File: src/rtl/sorted_table_bounded_insert_defines.svh
// Assertion macros for the sorted table insert block.
`ifndef SORTED_TABLE_BOUNDED_INSERT_DEFINES_SVH
`define SORTED_TABLE_BOUNDED_INSERT_DEFINES_SVH

// Same-cycle implication, checked outside reset.
`define STBI_ASSERT_NOW(lbl, ante, cons, msg) \
  lbl: assert property (@(posedge clk) disable iff (!rst_n) (ante) |-> (cons)) \
    else $error(msg);

// Next-cycle implication, checked outside reset.
`define STBI_ASSERT_NEXT(lbl, ante, cons, msg) \
  lbl: assert property (@(posedge clk) disable iff (!rst_n) (ante) |=> (cons)) \
    else $error(msg);

`endif

File: src/rtl/stbi_pkg.sv
// Shared types and constants for the sorted table insert block.
package stbi_pkg;

  localparam int VALUE_W = 32;
  localparam int BOUND_W = 6;

  // Per-cell write control from the sequencer.
  typedef struct packed {
    logic load;      // cell takes a new entry this cycle
    logic take_new;  // new entry is the inserted word, else the lower neighbor
  } cell_ctl_t;

endpackage

File: src/rtl/stbi_cell.sv
// One table cell: holds an entry, compares it and shifts from its lower neighbor.
module stbi_cell (
  input  logic                                 clk,
  input  stbi_pkg::cell_ctl_t                  ctl,
  input  logic signed [stbi_pkg::VALUE_W-1:0]  new_word,
  input  logic signed [stbi_pkg::VALUE_W-1:0]  prev_entry,
  output logic signed [stbi_pkg::VALUE_W-1:0]  entry,
  output logic                                 less
);

  logic signed [stbi_pkg::VALUE_W-1:0] entry_r;
  logic signed [stbi_pkg::VALUE_W-1:0] entry_nxt;

  // Pick the inserted word or the neighbor's entry
  always_comb begin
    entry_nxt = entry_r;
    if (ctl.load) begin
      entry_nxt = ctl.take_new ? new_word : prev_entry;
    end
  end

  // Hold the entry
  always_ff @(posedge clk) begin
    entry_r <= entry_nxt;
  end

  assign entry = entry_r;
  assign less  = entry_r < new_word;

endmodule

File: config.mk
export PLATFORM = sky130hd
export DESIGN_NAME = stbi_cell
export DESIGN_NICKNAME = d
export VERILOG_FILES = /design/src/rtl/sorted_table_bounded_insert_defines.svh /design/src/rtl/stbi_pkg.sv /design/src/rtl/stbi_cell.sv
export SDC_FILE = /design/constraint.sdc
export NUM_CORES = 1
export LEC_CHECK = 0
export BUFFER_PORTS_ARGS = -buffer_cell sky130_fd_sc_hd__buf_2
export CORE_UTILIZATION = 47
export CTS_CLUSTER_DIAMETER = 60
export CTS_CLUSTER_SIZE = 8
export DETAILED_ROUTE_END_ITERATION = 12
export PLACE_DENSITY = 0.81
export SLEW_MARGIN = 20
export SYNTH_ARGS = -nofsm -noshare
export SYNTH_HDL_FRONTEND = slang
export SYNTH_SLANG_ARGS = --single-unit
File: constraint.sdc
create_clock -name clk -period 2.5 [get_ports clk]
set_input_delay 0.5 -clock clk [delete_from_list [all_inputs] [get_ports clk]]
set_output_delay 0.5 -clock clk [all_outputs]
set_load 0.05 [all_outputs]
==> flow_metrics.tcl <==
set metrics [dict create \
    synth_seq_cells 32 \
    syn_avg_cell_area_um2 12.1 \
    hold_end "entry[5]$_DFFE_PP_" \
    path_cells "ha_4 > a21oi_4 > a21boi_2 > o21bai_1 > a31oi_1 > or4b_4 > mux2i_4 > buf_6" \
    vdd_drop_max_uv 364 \
    yosys.cell_types.count 28 \
    vias 1751 \
    synth_top_area_share_pct 45.1 \
    drt_pass1_iterations 4 \
    worstPathMaxFanout 3 \
    vias_per_cell 5.18 \
    first_global_vias 1874 \
    synth_area_leaders "edfxtp_1 (45%), ha_1 (18%), mux2_2 (15%)" \
    min_period_over_period_pct 112 \
    grt_pass1_wl_um 7960 \
    design_power_total_w 0.00162 \
    syn_inst 176 \
    wl_met3_um 193 \
    layout-drive-gt1-share_pct 53.8 \
    num_rows 24 \
    synth_nets 274 \
    wirelength_um 4650 \
    ys_seq_area_share_pct 45.1 \
    finalSetupViolations 1 \
    grt_max_degree 33 \
    syn_area_um2 2130 \
    root_buffer "clkbuf_8" \
    largest_reg_flops 32 \
    top_layer_used "met4" \
    final_nets 384 \
    htreeDepth 2 \
    grt_antenna_before_repair 0 \
    crit_slowest_cell "or4b_4" \
    worst_hold_slack_ps 502 \
    max_slew_margin_pct 50.1 \
    first_iter_violations 78 \
    yosysTopAreaCell "edfxtp_1" \
    min_path_type "input pin to flip-flop" \
    ioPinCount 100 \
    cts_buffers 5 \
    min_period_ps 2800 \
    cap_violations 0 \
    syn_to_final_growth_pct 36.4 \
    nFillCells 349 \
    powerDensity_nw_per_um2 557 \
    rsz0062_at_grt "yes" \
    grtUsageTotal_pct 20.8 \
    hold_viol 0 \
    cts_tree "yes" \
    hold_start "prev_entry[5]" \
    finalWorstSetupSlack_ps -297 \
    wl_met2_um 2470 \
    holdPathStages 2 \
    die_y_um 69.3 \
    core_um2 4350 \
    worstSetupPathType "flip-flop to output pin" \
    dpl_cell_area_um2 2780 \
    wirelength_met1_um 1930 \
    final_antenna_net_count 0 \
    violations "setup timing" \
    initial_core_util_pct 48.9 \
    timing.final.max_slew_violations 0 \
    final_common_cell "buf_2" \
    worstPathArrival_ps 2300 \
    die_w_um 69.3 \
    dieArea_um2 4800 \
    worst_pin_slew_ps 749 \
    tns_ps -297 \
    num_antenna_cells 0 \
    fmax_mhz 358 \
    wire_per_inst_um 13.7 \
    status "finished with violations" \
    most-common-layout-cells "buf_2 (98), edfxtp_1 (32), inv_1 (31), mux2_2 (29), ha_1 (28)" \
    cts.sinks 32 \
    slowest_delay_ps 500 \
    drc 0 \
    place_congestion 0.768 \
    io_buffer_count 99 \
    end_kind "output pin" \
    p_leak_nw 1.43 \
    overflow 0 \
    crit_path_start_kind "flip-flop" \
    design_area_um2 2910 \
    hpwl_um 3610 \
    path_clk_slew_ps 70 \
    ys_warn_count 0 \
    cts.path.max_buffers 2 \
    cp.required_ps 2000 \
]
[synthesized netlist by cell type, drive strengths merged]
| master | n |
|---|---|
| mux2 | 32 |
| a21o | 3 |
| o21ai | 4 |
| nand4 | 5 |
| nand2b | 1 |
| nor2 | 3 |
| a211o | 1 |
| o21bai | 1 |
| or4b | 1 |
| buf | 3 |
| a21boi | 1 |
| nor3 | 1 |
| a211oi | 1 |
| nand3 | 6 |
| a311oi | 1 |
| and3 | 2 |
| inv | 31 |
| nand2 | 3 |
| edfxtp | 32 |
| ha | 31 |
| a22o | 1 |
| a31oi | 2 |
| clkbuf | 1 |
| a21oi | 8 |
| mux2i | 1 |
[layer usage]
| metal | GRT usage [%] | vias to the layer above |
|---|---|---|
| li1 | - | 859 |
| met5 | 0 | - |
| met4 | 7.48 | 0 |
| met3 | 4.22 | 5 |
| met2 | 38.1 | 56 |
| met1 | 23.6 | 831 |
[critical path: cells and delay by family (launching register included)]
family / cells / cell delay (ps)
buffers and inverters: 1 / 180
AND/OR/NAND/NOR: 1 / 500
flip-flops: 1 / 440
AO/OA/AOI/OAI: 4 / 460
adder cells (fa/ha/maj): 1 / 290
multiplexers: 1 / 160
[timing repair]
action	in CTS	in global routing
endpoints found under the setup margin	1	1
buffers inserted	0	1
cloned	0	0
gates resized for setup	3	4
pin swaps	4	8
hold buffers	0	0
[final cells by class]
class | instances | area (um2) | share of cell area, %
Sequential cell | 32 | 961 | 33.1
Clock inverter | 1 | 5.00 | 0.172
Multi-Input combinational cell | 109 | 1110 | 38.2
Timing Repair Buffer | 107 | 574 | 19.8
Clock buffer | 6 | 72.6 | 2.50
Inverter | 31 | 116 | 4.01
Tap cell | 52 | 65.1 | 2.24
[worst max path at each step]
stage	slack [ps]	depth (start not counted)	from	to
2_1_floorplan	-240	5	entry[29]$_DFFE_PP_	less
5_1_grt	-390	8	entry[22]$_DFFE_PP_	less
4_1_cts	-290	8	entry[22]$_DFFE_PP_	less
6_report	-300	8	entry[22]$_DFFE_PP_	less
3_3_place_gp	-290	10	new_word[30]	less
3_5_place_dp	-310	10	new_word[22]	less
[logic make-up (layout without fill, tap and decap cells)]
| family | count (synthesis) | in the layout | synth area share (%) |
|---|---|---|---|
| muxes | 33 | 33 | 17.4 |
| and+or+nand+nor | 22 | 22 | 5.64 |
| AOI/OAI and AO/OA | 23 | 23 | 7.29 |
| DFF | 32 | 32 | 45.1 |
| adders and majority gates | 31 | 31 | 18.2 |
| buffers and inverters | 35 | 145 | 6.35 |
[power breakdown]
part | internal, W | total, W | switching [W]
sequential | 0.000651 | 0.000680 | 0.0000291
clock | 0.000189 | 0.000382 | 0.000193
combinational | 0.000214 | 0.000556 | 0.000342
[stage by stage]
step	cells	utilization [%]	setup WS [ps]
3_3_place_gp	330	63.9	-293
6_report	338	66.7	-297
2_1_floorplan	176	-	-240
3_5_place_dp	330	63.9	-313
5_1_grt	338	66.7	-393
4_1_cts	337	65.9	-289
Power figures use the tool's default switching activity.
